--- src/design/nec_ir_pkg.sv ---
// nec_ir_pkg: interval windows, phase codes and event codes for the NEC IR interval decoder
// no dependencies; imported by nec_ir_interval_decoder
package nec_ir_pkg;

   localparam int unsigned IntervalWidth = 18;
   localparam int unsigned PhaseWidth    = 6;
   localparam int unsigned WordWidth     = 32;
   localparam int unsigned RepeatWidth   = 9;
   localparam int unsigned ErrorWidth    = 16;
   localparam int unsigned EventWidth    = 3;

   typedef logic [IntervalWidth-1:0]      interval_type;
   typedef logic [PhaseWidth-1:0]         phase_type;
   typedef logic [WordWidth-1:0]          word_type;
   typedef logic signed [RepeatWidth-1:0] repeats_type;
   typedef logic [ErrorWidth-1:0]         errors_type;
   typedef logic [EventWidth-1:0]         event_type;

   // windows, exclusive below and inclusive above
   localparam interval_type GapMax  = IntervalWidth'(108350);
   localparam interval_type HdrMax  = IntervalWidth'(14850);
   localparam interval_type HdrMin  = IntervalWidth'(12555);
   localparam interval_type RptMax  = IntervalWidth'(12305);
   localparam interval_type RptMin  = IntervalWidth'(10350);
   localparam interval_type OneMax  = IntervalWidth'(2464);
   localparam interval_type OneMin  = IntervalWidth'(2016);
   localparam interval_type ZeroMax = IntervalWidth'(1232);
   localparam interval_type ZeroMin = IntervalWidth'(1008);

   // phase codes: 0..31 receiving bit n
   localparam phase_type PhDone  = PhaseWidth'(32);
   localparam phase_type PhArmed = PhaseWidth'(33);
   localparam phase_type PhIdle  = PhaseWidth'(63);

   localparam repeats_type RepeatsInvalid = RepeatWidth'(-1);
   localparam repeats_type RepeatsMax     = RepeatWidth'(255);
   localparam repeats_type RepeatsFrame   = RepeatWidth'(1);
   localparam errors_type  ErrorsMax      = '1;

   localparam event_type EvStray  = EventWidth'(0);
   localparam event_type EvHeader = EventWidth'(1);
   localparam event_type EvBit    = EventWidth'(2);
   localparam event_type EvDone   = EventWidth'(3);
   localparam event_type EvRepeat = EventWidth'(4);
   localparam event_type EvError  = EventWidth'(5);
   localparam event_type EvArmed  = EventWidth'(6);

endpackage

--- src/design/nec_ir_interval_decoder.sv ---
// nec_ir_interval_decoder: NEC IR frame decoder fed with falling-edge intervals
// depends on nec_ir_pkg
//
//  channel  dir  handshake        payload
//  req_     in   valid / stall    interval_us
//  rsp_     out  valid / stall    code_word, repeat_count, error_count, event_res
//
// One beat in, one beat out. The interval is registered on acceptance, then
// classified and folded into the decoder state once the output is free, which also
// loads the result register. A new interval is taken every cycle unless stalled.
// A stalled result holds the result register and the input register; req_stall rises
// only while both are full. Reset (synchronous) empties both registers and sets the
// decoder idle with the code cleared, repeat count invalid and error count zero.
module nec_ir_interval_decoder
   import nec_ir_pkg::*;
(
   input  logic                          clock,
   input  logic                          reset,
   input  logic                          req_valid,
   output logic                          req_stall,
   input  logic [IntervalWidth-1:0]      req_interval_us,
   output logic                          rsp_valid,
   input  logic                          rsp_stall,
   output logic [WordWidth-1:0]          rsp_code_word,
   output logic signed [RepeatWidth-1:0] rsp_repeat_count,
   output logic [ErrorWidth-1:0]         rsp_error_count,
   output logic [EventWidth-1:0]         rsp_event_res
);

   logic         in_valid_ff;
   interval_type interval_ff;
   logic         out_valid_ff;
   word_type     out_word_ff;
   repeats_type  out_repeats_ff;
   errors_type   out_errors_ff;
   event_type    out_event_ff;

   phase_type    phase_ff, phase_in;
   word_type     shift_ff, shift_in;
   repeats_type  repeats_ff, repeats_in;
   errors_type   errors_ff, errors_in;
   event_type    event_in;

   logic out_free;
   logic work;
   logic take;
   logic is_gap, is_hdr, is_rpt, is_one, is_zero;

   assign out_free  = !out_valid_ff || !rsp_stall;
   assign work      = in_valid_ff && out_free;
   assign req_stall = in_valid_ff && !out_free;
   assign take      = req_valid && !req_stall;

   always_comb begin
      is_gap  = interval_ff > GapMax;
      is_hdr  = interval_ff > HdrMin && interval_ff <= HdrMax;
      is_rpt  = interval_ff > RptMin && interval_ff <= RptMax;
      is_one  = interval_ff > OneMin && interval_ff <= OneMax;
      is_zero = interval_ff > ZeroMin && interval_ff <= ZeroMax;
   end

   always_comb begin
      phase_in   = phase_ff;
      shift_in   = shift_ff;
      repeats_in = repeats_ff;
      errors_in  = errors_ff;
      event_in   = EvStray;
      if (is_gap) begin
         phase_in = PhIdle;
         event_in = EvStray;
      end else if (is_hdr) begin
         repeats_in = RepeatsInvalid;
         shift_in   = '0;
         phase_in   = '0;
         event_in   = EvHeader;
      end else if (is_rpt && phase_ff == PhArmed) begin
         phase_in = PhDone;
         if (repeats_ff < RepeatsMax) begin
            repeats_in = repeats_ff + RepeatWidth'(1);
         end
         event_in = EvRepeat;
      end else if ((is_one || is_zero) && phase_ff < PhDone) begin
         shift_in = {is_one, shift_ff[WordWidth-1:1]};
         phase_in = phase_ff + PhaseWidth'(1);
         if (phase_in == PhDone) begin
            repeats_in = RepeatsFrame;
            event_in   = EvDone;
         end else begin
            event_in = EvBit;
         end
      end else begin
         // failure or arming path, also taken by over-long header and repeat gaps
         if (phase_ff == PhDone) begin
            phase_in = PhArmed;
            event_in = EvArmed;
         end else if (phase_ff <= PhArmed) begin
            if (errors_ff != ErrorsMax) begin
               errors_in = errors_ff + ErrorWidth'(1);
            end
            phase_in = PhIdle;
            event_in = EvError;
         end else begin
            phase_in = PhIdle;
            event_in = EvStray;
         end
      end
   end

   always_ff @(posedge clock) begin
      if (reset) begin
         in_valid_ff  <= 1'b0;
         out_valid_ff <= 1'b0;
         phase_ff     <= PhIdle;
         shift_ff     <= '0;
         repeats_ff   <= RepeatsInvalid;
         errors_ff    <= '0;
      end else begin
         if (take) begin
            in_valid_ff <= 1'b1;
         end else if (work) begin
            in_valid_ff <= 1'b0;
         end
         if (work) begin
            out_valid_ff <= 1'b1;
            phase_ff     <= phase_in;
            shift_ff     <= shift_in;
            repeats_ff   <= repeats_in;
            errors_ff    <= errors_in;
         end else if (!rsp_stall) begin
            out_valid_ff <= 1'b0;
         end
      end
   end

   always_ff @(posedge clock) begin
      if (take) begin
         interval_ff <= req_interval_us;
      end
      if (work) begin
         out_word_ff    <= shift_in;
         out_repeats_ff <= repeats_in;
         out_errors_ff  <= errors_in;
         out_event_ff   <= event_in;
      end
   end

   assign rsp_valid        = out_valid_ff;
   assign rsp_code_word    = out_word_ff;
   assign rsp_repeat_count = out_repeats_ff;
   assign rsp_error_count  = out_errors_ff;
   assign rsp_event_res    = out_event_ff;

endmodule
--- config.mk ---
export PLATFORM = sky130hd
export DESIGN_NAME = nec_ir_interval_decoder
export DESIGN_NICKNAME = d
export VERILOG_FILES = /design/src/design/nec_ir_pkg.sv /design/src/design/nec_ir_interval_decoder.sv
export SDC_FILE = /design/constraint.sdc
export NUM_CORES = 1
export LEC_CHECK = 0
export BUFFER_PORTS_ARGS = -buffer_cell sky130_fd_sc_hd__buf_2
export CAP_MARGIN = 20
export CORE_UTILIZATION = 46
export DETAILED_ROUTE_END_ITERATION = 16
export HOLD_SLACK_MARGIN = 0.12
export PLACE_DENSITY_LB_ADDON = 0.1
export RECOVER_POWER = 100
export SYNTH_ARGS = -nofsm -noshare
export SYNTH_HDL_FRONTEND = slang
export SYNTH_SLANG_ARGS = --single-unit
--- constraint.sdc ---
create_clock -name clock -period 3 [get_ports clock]
set_input_delay 0 -clock clock [delete_from_list [all_inputs] [get_ports clock]]
set_output_delay 0 -clock clock [all_outputs]
set_load 0.05 [all_outputs]
# Word-level counts from Yosys, hierarchy flattened

Index checks and enable logic that the tools add are counted.

Flip-flop bits (word level): 143
Latch bits: 0
RAM bits: 0
ROM bits: 0
Input bits: 22
Output and inout bits: 62
Memories kept: 0

Add/sub/neg operators: 3
Multipliers: 0
Div/mod/pow operators: 0
$lt $le $gt $ge: 12
Equality and inequality tests: 5
Shift operators: 0
Mux-type cells: 32
Bitwise gates (word level): 0
Reductions and logical operators: 18

Operator list:

| operator                | number |
|---|---|
| $mux W32                | 4 |
| $mux W16                | 7 |
| $mux W9                 | 6 |
| $gt A18 B14 Y1 const B  | 2 |
| $le A18 B14 Y1 const B  | 2 |
| $mux W6                 | 4 |
| $eq A6 B6 Y1 const B    | 3 |
| $gt A18 B10 Y1 const B  | 1 |
| $gt A18 B11 Y1 const B  | 1 |
| $gt A18 B17 Y1 const B  | 1 |
| $le A18 B11 Y1 const B  | 1 |
| $le A18 B12 Y1 const B  | 1 |
| $add A16 B1 Y16 const B | 1 |
| $ne A16 B16 Y1 const B  | 1 |
| $mux W3                 | 4 |
| $add A9 B2 Y9 const B   | 1 |
| $logic_and A1 B1 Y1     | 9 |
| $lt A9 B9 Y1 const B    | 1 |
| $add A6 B1 Y6 const B   | 1 |
| $le A6 B6 Y1 const B    | 1 |
| $lt A6 B6 Y1 const B    | 1 |
| $mux W1                 | 6 |
| $mux W5                 | 1 |
| $logic_not A1 Y1        | 4 |
| other kinds (5)         | 6 |

# Logic depth before layout (Yosys ltp)

Gate-level depths: netlist (run 1).

Word-level depth: 8
Mapped depth: 11
Mapped depth without buffers: 9

# Least setup slack after synthesis (run 1)

No wires, ideal clock.

Path kind: flip-flop to flip-flop
Start point: register out_valid_ff (netlist: rsp_valid)
End point: register phase_ff[4]
Arrival time: 3.280 ns
Required time: 2.850 ns
Slack: -0.430 ns
Stages on the path, launching flop included: 8
Clock period less this slack: 3.430 ns
Cells stage by stage: dfxtp_1 nand2_1 nand2_1 inv_1 clkbuf_1 nand2_1 o21ai_0 o311ai_0

Longest elaborated chain between the ends: 3

Ends and longest elaborated chain:

| element                | line                           | RTL |
|---|---|---|
| from (decl)            | nec_ir_interval_decoder.sv:32  | `logic out_valid_ff;` |
| from (signal assigned) | nec_ir_interval_decoder.sv:112 | `out_valid_ff <= 1'b0;` |
| from (signal assigned) | nec_ir_interval_decoder.sv:124 | `out_valid_ff <= 1'b1;` |
| from (signal assigned) | nec_ir_interval_decoder.sv:130 | `out_valid_ff <= 1'b0;` |
| $logic_not A1 Y1       | nec_ir_interval_decoder.sv:49  | `assign out_free = !out_valid_ff \|\| !rsp_stall;` |
| $logic_or A1 B1 Y1     | nec_ir_interval_decoder.sv:49  |  |
| $logic_and A1 B1 Y1    | nec_ir_interval_decoder.sv:50  | `assign work = in_valid_ff && out_free;` |
| net work               | nec_ir_interval_decoder.sv:45  | `logic work;` |
| to (signal assigned)   | nec_ir_interval_decoder.sv:113 | `phase_ff <= PhIdle;` |
| to (signal assigned)   | nec_ir_interval_decoder.sv:125 | `phase_ff <= phase_in;` |
| to (decl)              | nec_ir_interval_decoder.sv:38  | `phase_type phase_ff, phase_in;` |

The timed path passes the listed nets, and every way through them passes these cells.
A chain may end at the register's enable or synchronous reset.

# Worst setup path in the final report (run 1)

Start point: register interval_ff[2]
End point: register out_errors_ff[1] (netlist: rsp_error_count[1]), data pin

Longest elaborated chain between the ends: 8
Elaborated cells on any way between the ends: 20

Ends and longest elaborated chain:

| element                                      | line                                                         | RTL |
|---|---|---|
| from (decl)                                  | nec_ir_interval_decoder.sv:31                                | `interval_type interval_ff;` |
| from (signal assigned)                       | nec_ir_interval_decoder.sv:137                               | `interval_ff <= req_interval_us;` |
| $gt A18 B11 Y1, or another cell as far along | nec_ir_interval_decoder.sv:58                                | `is_one = interval_ff > OneMin && interval_ff <= OneMax;` |
| $logic_and A1 B1 Y1 (on tied branches)       | nec_ir_interval_decoder.sv:58, nec_ir_interval_decoder.sv:59 |  |
| $logic_or A1 B1 Y1                           | nec_ir_interval_decoder.sv:82                                | `end else if ((is_one \|\| is_zero) && phase_ff < PhDone) begin` |
| $logic_and A1 B1 Y1                          | nec_ir_interval_decoder.sv:82                                |  |
| $mux W16                                     | nec_ir_interval_decoder.sv:82                                |  |
| $mux W16                                     | nec_ir_interval_decoder.sv:76                                | `end else if (is_rpt && phase_ff == PhArmed) begin` |
| $mux W16                                     | nec_ir_interval_decoder.sv:71                                | `end else if (is_hdr) begin` |
| $mux W16 (*)                                 | nec_ir_interval_decoder.sv:68                                | `if (is_gap) begin` |
| net errors_in[1]                             | nec_ir_interval_decoder.sv:41                                | `errors_type errors_ff, errors_in;` |
| to (signal assigned)                         | nec_ir_interval_decoder.sv:142                               | `out_errors_ff <= errors_in;` |
| to (decl)                                    | nec_ir_interval_decoder.sv:35                                | `errors_type out_errors_ff;` |

The timed path passes the listed nets; every way through them passes the cells marked *.

==> qor.yml, run 1 <==
status: "complete, but fails checks"
violations: "setup timing"
cp_cell_sequence: "or4_4 > or4_4 > or3_4 > a211o_4 > nand3_4 > buf_12 > nor2_4 > mux2_4"
timing.critical_path.mode_cell: "or4_4"
dr.pass1.iters: 5
wire_per_inst_um: 17.5
netlist_area_um2: 6670
cpMaxStageDelayCell: "or4_4"
synth.top_cell.area_share: 0.351
finalInstanceArea_um2: 8640
setup_viol: 68
synth_area_leaders: "edfxtp_1 (35%), dfxtp_1 (20%), a22o_1 (8.5%), nand2_1 (2.3%), nor2_1 (2.0%)"
cts.sinks: 143
hold_violations: 0
end_kind: "register"
setup-tns-final_ns: -2.05
grt_max_degree: 36
syn_nets: 625
pwr_density_cell_nw_per_um2: 539
routed_wl_um: 16400
finalClockSkew_ns: 0.00953
ys_seq_elements: 143
worst_slack_ns: -0.104
maxSlewViolCount: 0
cp_top_family: "simple AND/OR/NAND/NOR gates"
yosysMostFrequentCell: "edfxtp_1"
dpl.hpwl_um: 10100
avgSynthCellArea_um2: 11.2
hold_path.class: "input port to register"
grt_pass1_vias: 4989
vias: 5521
synth_xor_area_frac: 0.0158
path_clk_slew_ns: 0.06
final_util: 0.617
fin_crit_sh: 1.03
cp-start-kind: "register"
yosys_warnings: 0
nNetsFinal: 775
postRouteAntennaNets: 0
synthFlopType: "edfxtp_1"
synth-seq-area-share: 0.546
synth.area.mux_share: 0.0191
synth_top_family_by_area: "compound AO/OA/AOI/OAI gates"
clock-root-buffer: "clkbuf_16"
synth_cells: 597
synth_edf_count: 78
antenna-diode-count: 0
gp_congestion: 0.870
cts_buffers: 17
io_buffers: 83
worstPathArrival_ns: 3.27
period_needed_ns: 3.10
placed_area_um2: 7540
die_x_um: 122
maxSlewHeadroom: 0.255
max_freq_mhz: 322
cts_tree: "built"
drive_above_1_share: 0.216
worst_pin_slew_ns: 1.12
die_h_um: 122
crit_type: "register to register"
cp.required_ns: 3.17
clk_path_buf_depth: 2
grt_pass1_wl_um: 24700
area_growth_pct: 29.5
via_per_inst: 5.87
clk-insertion-delay-late_ns: 0.42
synthDistinctLibCells: 65
drc: 0
async_flop_share: 0
drv_cap: 0
yosysTopAreaCell: "edfxtp_1"
leakage_nw: 3.18
synthSimpleGateAreaFrac: 0.167
h-tree-depth: 4
yosys.area_share.adder: 0.0113
start_util: 0.477
synth_commonest_cells: "edfxtp_1 (78), a22o_1 (65), dfxtp_1 (65)"
die_area_um2: 15000
ir_drop_mv: 0.407
synth-compound-area-share: 0.200
path_max_fanout: 7
core_um2: 14000
track_usage: 0.214
rows: 43
rsz0062_at_grt: "true"
fin_hold_ws_ns: 0.213
slowest_delay_ns: 0.55
ios: 84
drt_iter0_drc: 451
gr-total-overflow: 0
antenna_found_initial: 0
critPathBufInv: 1
power_mw: 4.66
path summary, 6_finish.rpt:
check                 startpoint                  to  slack [ns]  cells past startpoint
setup / recovery  interval_ff[2]  rsp_error_count[1]       -0.10                      8
hold / removal             reset        errors_ff[0]        0.21                      2
setup reg to reg  interval_ff[2]  rsp_error_count[1]       -0.10                      8
hold reg to reg      shift_ff[0]         shift_ff[0]        0.50                      1
registers in the layout, indices dropped and copies added, names as in the netlist:
| register | count |
|---|---|
| rsp_code_word | 32 |
| rsp_valid | 1 |
| repeats_ff | 9 |
| phase_ff | 6 |
| interval_ff | 18 |
| rsp_error_count | 16 |
| shift_ff | 32 |
| in_valid_ff | 1 |
| rsp_event_res | 3 |
| errors_ff | 16 |
| rsp_repeat_count | 9 |
layout by cell type, fill, tap and decap left out, drive strengths merged, types with 12 or more instances in the layout:
| master | count |
|---|---|
| nor2b | 12 |
| nor2 | 36 |
| dlygate4sd3 | 22 |
| a21oi | 30 |
| and3 | 13 |
| clkbuf | 86 |
| nand3 | 20 |
| nand2 | 40 |
| inv | 22 |
| nor4 | 22 |
| buf | 74 |
| o21ai | 15 |
| dfxtp | 65 |
| nor3 | 18 |
| edfxtp | 78 |
| a22o | 65 |
timing repair:
action	CTS	global route
setup buffers	0	5
pin swaps	5	30
cloned	0	9
hold buffers	22	0
endpoints found under the hold margin	20	0
setup endpoints to repair	65	113
resized for setup	15	27
layout make-up:
cell class                      instances  area (um^2)
Fill cell                            1138         5350
Sequential cell                       143         3640
Multi-Input combinational cell        407         3010
Timing Repair Buffer                  165         1130
Clock buffer                           17          425
Tap cell                              180          225
Clock inverter                         15          150
Inverter                               13         48.8
layer usage:
layer / track usage / routed length, um / vias up
met5: 0 / 0 / -
met4: 0.0808 / 293 / 0
met3: 0.0530 / 886 / 26
met2: 0.334 / 7700 / 182
met1: 0.286 / 7560 / 2676
li1: - / - / 2637
through the flow:
step | instances | setup slack [ns]
2_1_floorplan | 597 | -0.0583
3_3_place_gp | 872 | -0.0776
3_5_place_dp | 872 | -0.0961
4_1_cts | 926 | -0.0974
5_1_grt | 940 | -0.158
6_report | 940 | -0.104
power breakdown:
| part | total (mW) | internal [mW] | switching [mW] | leakage [nW] |
|---|---|---|---|---|
| Combinational | 0.440 | 0.134 | 0.305 | 1.69 |
| Sequential | 2.14 | 2.12 | 0.0294 | 1.22 |
| Clock | 2.07 | 1.17 | 0.906 | 0.276 |
| Total | 4.66 | 3.42 | 1.24 | 3.18 |
cells by family after synthesis:
group / count (synthesis)
xor gates and xnor gates: 12
AOI/OAI and AO/OA: 174
DFF: 143
and+or+nand+nor: 201
muxes: 10
buffers and inverters: 51
adders and majority gates: 6
worst register-to-register path, stage by stage, from the launching register on:
cell and delay [ns]:
edfxtp_1 0.38, or4_4 0.55, or4_4 0.53, or3_4 0.35, a211o_4 0.37, nand3_4 0.18, buf_12 0.16, nor2_4 0.04
mux2_4 0.29
Note: power is estimated with default switching activity, not from simulation.
==> run 2: changes to the inputs <==
- TNS_END_PERCENT: default -> 20
- clock period: 3 -> 4 ns (I/O delays scaled with it)
==> qor.yml, run 2 (synthesized netlist as in run 1, its figures left out) <==
setup-tns-final_ns: 0  # +2.05 ns
critPathBufInv: 0  # -1
fin_hold_ws_ns: 0.287  # +0.0737 ns
crit_type: "register to register"
die_h_um: 122  # unchanged
dr.pass1.iters: 5  # unchanged
finalClockSkew_ns: 0.00608  # -0.00346 ns
hold_violations: 0  # unchanged
h-tree-depth: 4  # unchanged
leakage_nw: 2.84  # -11%
end_kind: "register"
path_clk_slew_ns: 0.06  # about the same
gp_congestion: 0.830  # -4.6%
cp-start-kind: "register"
r2r_setup_slack_ns: 0.31  # +0.42 ns
pwr_density_cell_nw_per_um2: 436  # -19%
maxSlewHeadroom: -0.200  # -0.454
dp_cells: 835  # -4.2%
worstPathArrival_ns: 4.00  # +0.73 ns
final_cell_mix: "edfxtp_1 (78), clkbuf_1 (69), a22o_1 (65), dfxtp_1 (65), nand2_1 (40)"
antenna-diode-count: 0  # unchanged
cts.sinks: 143  # unchanged
start_util: 0.477  # unchanged
dpl.hpwl_um: 9430  # -6.5%
rsz0062_at_grt: "false"
path_max_fanout: 9  # +2
drv_cap: 1  # +1
maxSlewViolCount: 36  # +36
die_area_um2: 15000  # unchanged
worst_slack_ns: 0.311  # +0.415 ns
nNetsFinal: 725  # -6.5%
via_per_inst: 5.81  # -1.1%
worstHoldStart: "req_interval_us[15]"
core_um2: 14000  # unchanged
wire_per_inst_um: 16.5  # -5.4%
cp_top_family: "simple AND/OR/NAND/NOR gates"
hold_path.class: "input port to register"
reg2reg_from: "interval_ff[4]"
area_growth_pct: 17.9
rows: 43  # unchanged
drive_above_1_share: 0.117  # -0.0989
gr-total-overflow: 0  # unchanged
grt_max_degree: 43  # +19%
cpMaxStageDelayCell: "or4_1"
slowest_delay_ns: 0.57  # +0.02 ns
period_needed_ns: 3.69  # +0.585 ns
cp_cell_sequence: "or4_1 > or4_1 > o211ai_1 > a211o_1 > o21ai_0 > nor4b_1 > mux2_2"
ios: 84  # unchanged
final_common_cell: "edfxtp_1"
cp.required_ns: 4.32  # +1.15 ns
antenna_found_initial: 0  # unchanged
ir_drop_mv: 0.268  # -34%
power_mw: 3.43  # -26%
crit_start: "interval_ff[4]"
drt_iter0_drc: 394  # -13%
routed_wl_um: 14700  # -10%
die_x_um: 122  # unchanged
clk_path_buf_depth: 2  # unchanged
final-instance-count-excl-fill: 890  # -5.3%
status: "complete, but fails checks"
cts_tree: "built"
placed_area_um2: 7190  # -4.6%
finalInstanceArea_um2: 7870  # -8.9%
drc: 0  # unchanged
clock-root-buffer: "clkbuf_16"
fin_crit_sh: 0.922  # -0.112
post-place-ws_ns: 0.361  # +0.457 ns
postRouteAntennaNets: 0  # unchanged
setup_viol: 0  # -100%
grt_pass1_wl_um: 23700  # -4.2%
cts_buffers: 17  # unchanged
final_util: 0.562  # -0.0552
violations: "capacitance limit, slew limit"
io_buffers: 83  # unchanged
timing.critical_path.mode_cell: "or4_1"
worst_pin_slew_ns: 1.80  # +0.682 ns
track_usage: 0.204  # -0.00969
vias: 5171  # -6.3%
max_freq_mhz: 271  # -16%
clk-insertion-delay-late_ns: 0.42  # about the same
grt_pass1_vias: 4857  # -2.6%
## run 2: cell count changes in the layout (fill, tap and decap cells not counted), sizes merged
cell	change
clkinvlp	-1
clkbuf	+4
bufinv	+1
buf	-46
inv	-6
o21a	-1
a21oi	-3
clkinv	+2
## run 2: per-layer routing
| metal | track usage | part of all wire | vias to the layer above |
|---|---|---|---|
| li1 | - | - | 2523 |
| met1 | 0.266 | 0.47 | 2473 |
| met4 | 0.0816 | 0.015 | 0 |
| met2 | 0.334 | 0.47 | 151 |
| met5 | 0 | 0 | - |
| met3 | 0.0400 | 0.046 | 24 |
## run 2: what timing repair did
| action | in CTS | in global routing |
|---|---|---|
| buffers inserted | 0 | 0 |
| hold endpoints to repair | 20 | 0 |
| resized for setup | 0 | 0 |
| hold buffers | 22 | 0 |
## run 2: worst reg2reg max path, delay by kind of cell (launching register included)
family           cells  cell delay [ns]
multiplexers         1             0.38
flip-flops           1             0.48
AO/OA/AOI/OAI        3             1.10
AND/OR/NAND/NOR      3             1.61
## run 2: final cells by class
type | instances | area (um^2)
sequential | 143 | 3640
inverter | 13 | 48.8
clock buffer | 21 | 450
multi-input combinational | 403 | 2720
clock inverter | 11 | 133
timing repair buffer | 119 | 643
fill | 1261 | 6120
tap | 180 | 225
## run 2: path summary, 6_finish.rpt
kind,to,cells past startpoint
setup reg to reg,errors_ff[4],7
setup / recovery,errors_ff[4],7
hold / removal,interval_ff[15],2
hold reg to reg,shift_ff[0],1
## run 2: report_power, final
| part | switching (mW) | internal, mW |
|---|---|---|
| Clock | 0.617 | 0.941 |
| Combinational | 0.193 | 0.0635 |
| Sequential | 0.0282 | 1.59 |
==> run 3: changes to the inputs <==
- BUFFER_PORTS_ARGS: -buffer_cell sky130_fd_sc_hd__buf_2 -> default
- DONT_BUFFER_PORTS: default -> 1
- SKIP_CTS_REPAIR_TIMING: default -> 1
==> qor.yml, run 3 (synthesized netlist as in run 1, its figures left out) <==
core_um2: 14000  # unchanged
status: "finished, final reports clean"
wire_per_inst_um: 18.5  # +12%
rows: 43  # unchanged
reg2reg_from: "interval_ff[4]"
clk_path_buf_depth: 2  # unchanged
final_util: 0.538  # -0.0243
grt_pass1_wl_um: 23500  # -0.93%
antenna-diode-count: 0  # unchanged
cts.sinks: 143  # unchanged
hold_depth: 3  # +1
die_x_um: 122  # unchanged
vias: 4954  # -4.2%
hold_path.class: "input port to register"
grt_pass1_vias: 4610  # -5.1%
setup-tns-final_ns: 0  # unchanged
leakage_nw: 2.69  # -5.3%
clock-root-buffer: "clkbuf_16"
reg2reg_depth: 7  # unchanged
rsz0062_at_grt: "false"
nNetsFinal: 642  # -11%
setup_viol: 0  # unchanged
worst_slack_ns: 0.220  # -0.0914 ns
multi_input_area_um2: 2730  # +0.32%
wl_met2_um: 6930  # +0.41%
routed_wl_um: 14900  # +1.2%
max_freq_mhz: 265  # -2.4%
gp_congestion: 0.825  # -0.58%
worstHoldStart: "rsp_stall"
drive_above_1_share: 0.104  # -0.0132
cts_tree: "built"
r2r_setup_slack_ns: 0.22  # -0.09 ns
highest_layer: "met4"
track_usage: 0.205  # about the same
end_kind: "register"
final_common_cell: "edfxtp_1"
area_growth_pct: 12.8
gr-total-overflow: 0  # unchanged
clk-insertion-delay-late_ns: 0.43  # about the same
grt_max_degree: 56  # +30%
antenna_found_initial: 0  # unchanged
post-place-ws_ns: 0.338  # -0.0225 ns
cp.required_ns: 4.31  # about the same
path_max_fanout: 9  # unchanged
via_per_inst: 6.14  # +5.7%
drv_cap: 0  # -1
regArea_um2: 3640  # unchanged
io_buffers: 0  # -100%
maxSlewHeadroom: 0.0544  # +0.254
die_area_um2: 15000  # unchanged
final_cell_mix: "edfxtp_1 (78), a22o_1 (65), dfxtp_1 (65)"
ir_drop_mv: 0.240  # -10%
h-tree-depth: 4  # unchanged
pwr_density_cell_nw_per_um2: 441  # +1.1%
dpl.hpwl_um: 9350  # -0.84%
hold_path_end: "repeats_ff[0]"
period_needed_ns: 3.78  # +0.0914 ns
cts_buffers: 17  # unchanged
finalClockSkew_ns: 0.00907  # +0.00299 ns
worstPathArrival_ns: 4.09  # +0.09 ns
start_util: 0.477  # unchanged
path_clk_slew_ns: 0.06  # about the same
fin_crit_sh: 0.945  # +0.0229
die_h_um: 122  # unchanged
wl_met1_um: 7010  # +1.2%
dr.pass1.iters: 5  # unchanged
cp-start-kind: "register"
wl_met3_um: 711  # +4.6%
drt_iter0_drc: 453  # +15%
hold_violations: 0  # unchanged
drc: 0  # unchanged
reg2reg_to: "errors_ff[4]"
ios: 84  # unchanged
fillCellCount: 1241  # -1.6%
postRouteAntennaNets: 0  # unchanged
crit_type: "register to register"
maxSlewViolCount: 0  # -100%
worst_pin_slew_ns: 1.42  # -0.381 ns
==> run 3: how the worst max path moves through the flow <==
stage	from	to	cells past startpoint
floorplan	rsp_valid	phase_ff[4]	7
global placement	interval_ff[4]	shift_ff[13]	7
detailed placement	interval_ff[4]	shift_ff[7]	7
CTS	interval_ff[4]	shift_ff[12]	7
global route	interval_ff[4]	errors_ff[4]	7
finish	interval_ff[4]	errors_ff[4]	7
==> run 3: area by class of cell <==
class,instances,share of cell area
Sequential cell,143,0.484
Timing Repair Buffer,35,0.0442
Clock inverter,11,0.0125
Clock buffer,21,0.0599
Inverter,13,0.00648
Multi-Input combinational cell,404,0.363
Tap cell,180,0.0299
==> run 3: through the flow <==
stage	instance area, um^2	cells	total power, mW	hold slack, ns
finish	7520	807	3.32	0.147
global route	7520	807	3.43	0.183
CTS	7310	783	3.32	-0.379
detailed placement	6770	751	1.86	0.0775
global placement	6770	751	1.86	0.0763
floorplan	6670	597	1.83	0.0989
==> run 3: worst max-delay path: stages (launching register included) <==
cell      delay (ns)
edfxtp_1        0.49
or4_1           0.58
or4_1           0.50
o211ai_1        0.29
a211o_1         0.38
o21ai_0         0.48
nor4b_1         0.57
mux2_2          0.38
==> run 3: metal layers <==
layer	vias to the layer above	track usage
met2	161	0.314
li1	2385	-
met5	-	0
met1	2385	0.270
met3	23	0.0488
met4	0	0.0991
==> run 3: report_power, final <==
group | leakage (nW) | switching (mW) | total, mW | internal (mW)
sequential | 1.22 | 0.119 | 1.71 | 1.59
clock | 0.267 | 0.597 | 1.46 | 0.866
combinational | 1.20 | 0.0976 | 0.146 | 0.0485
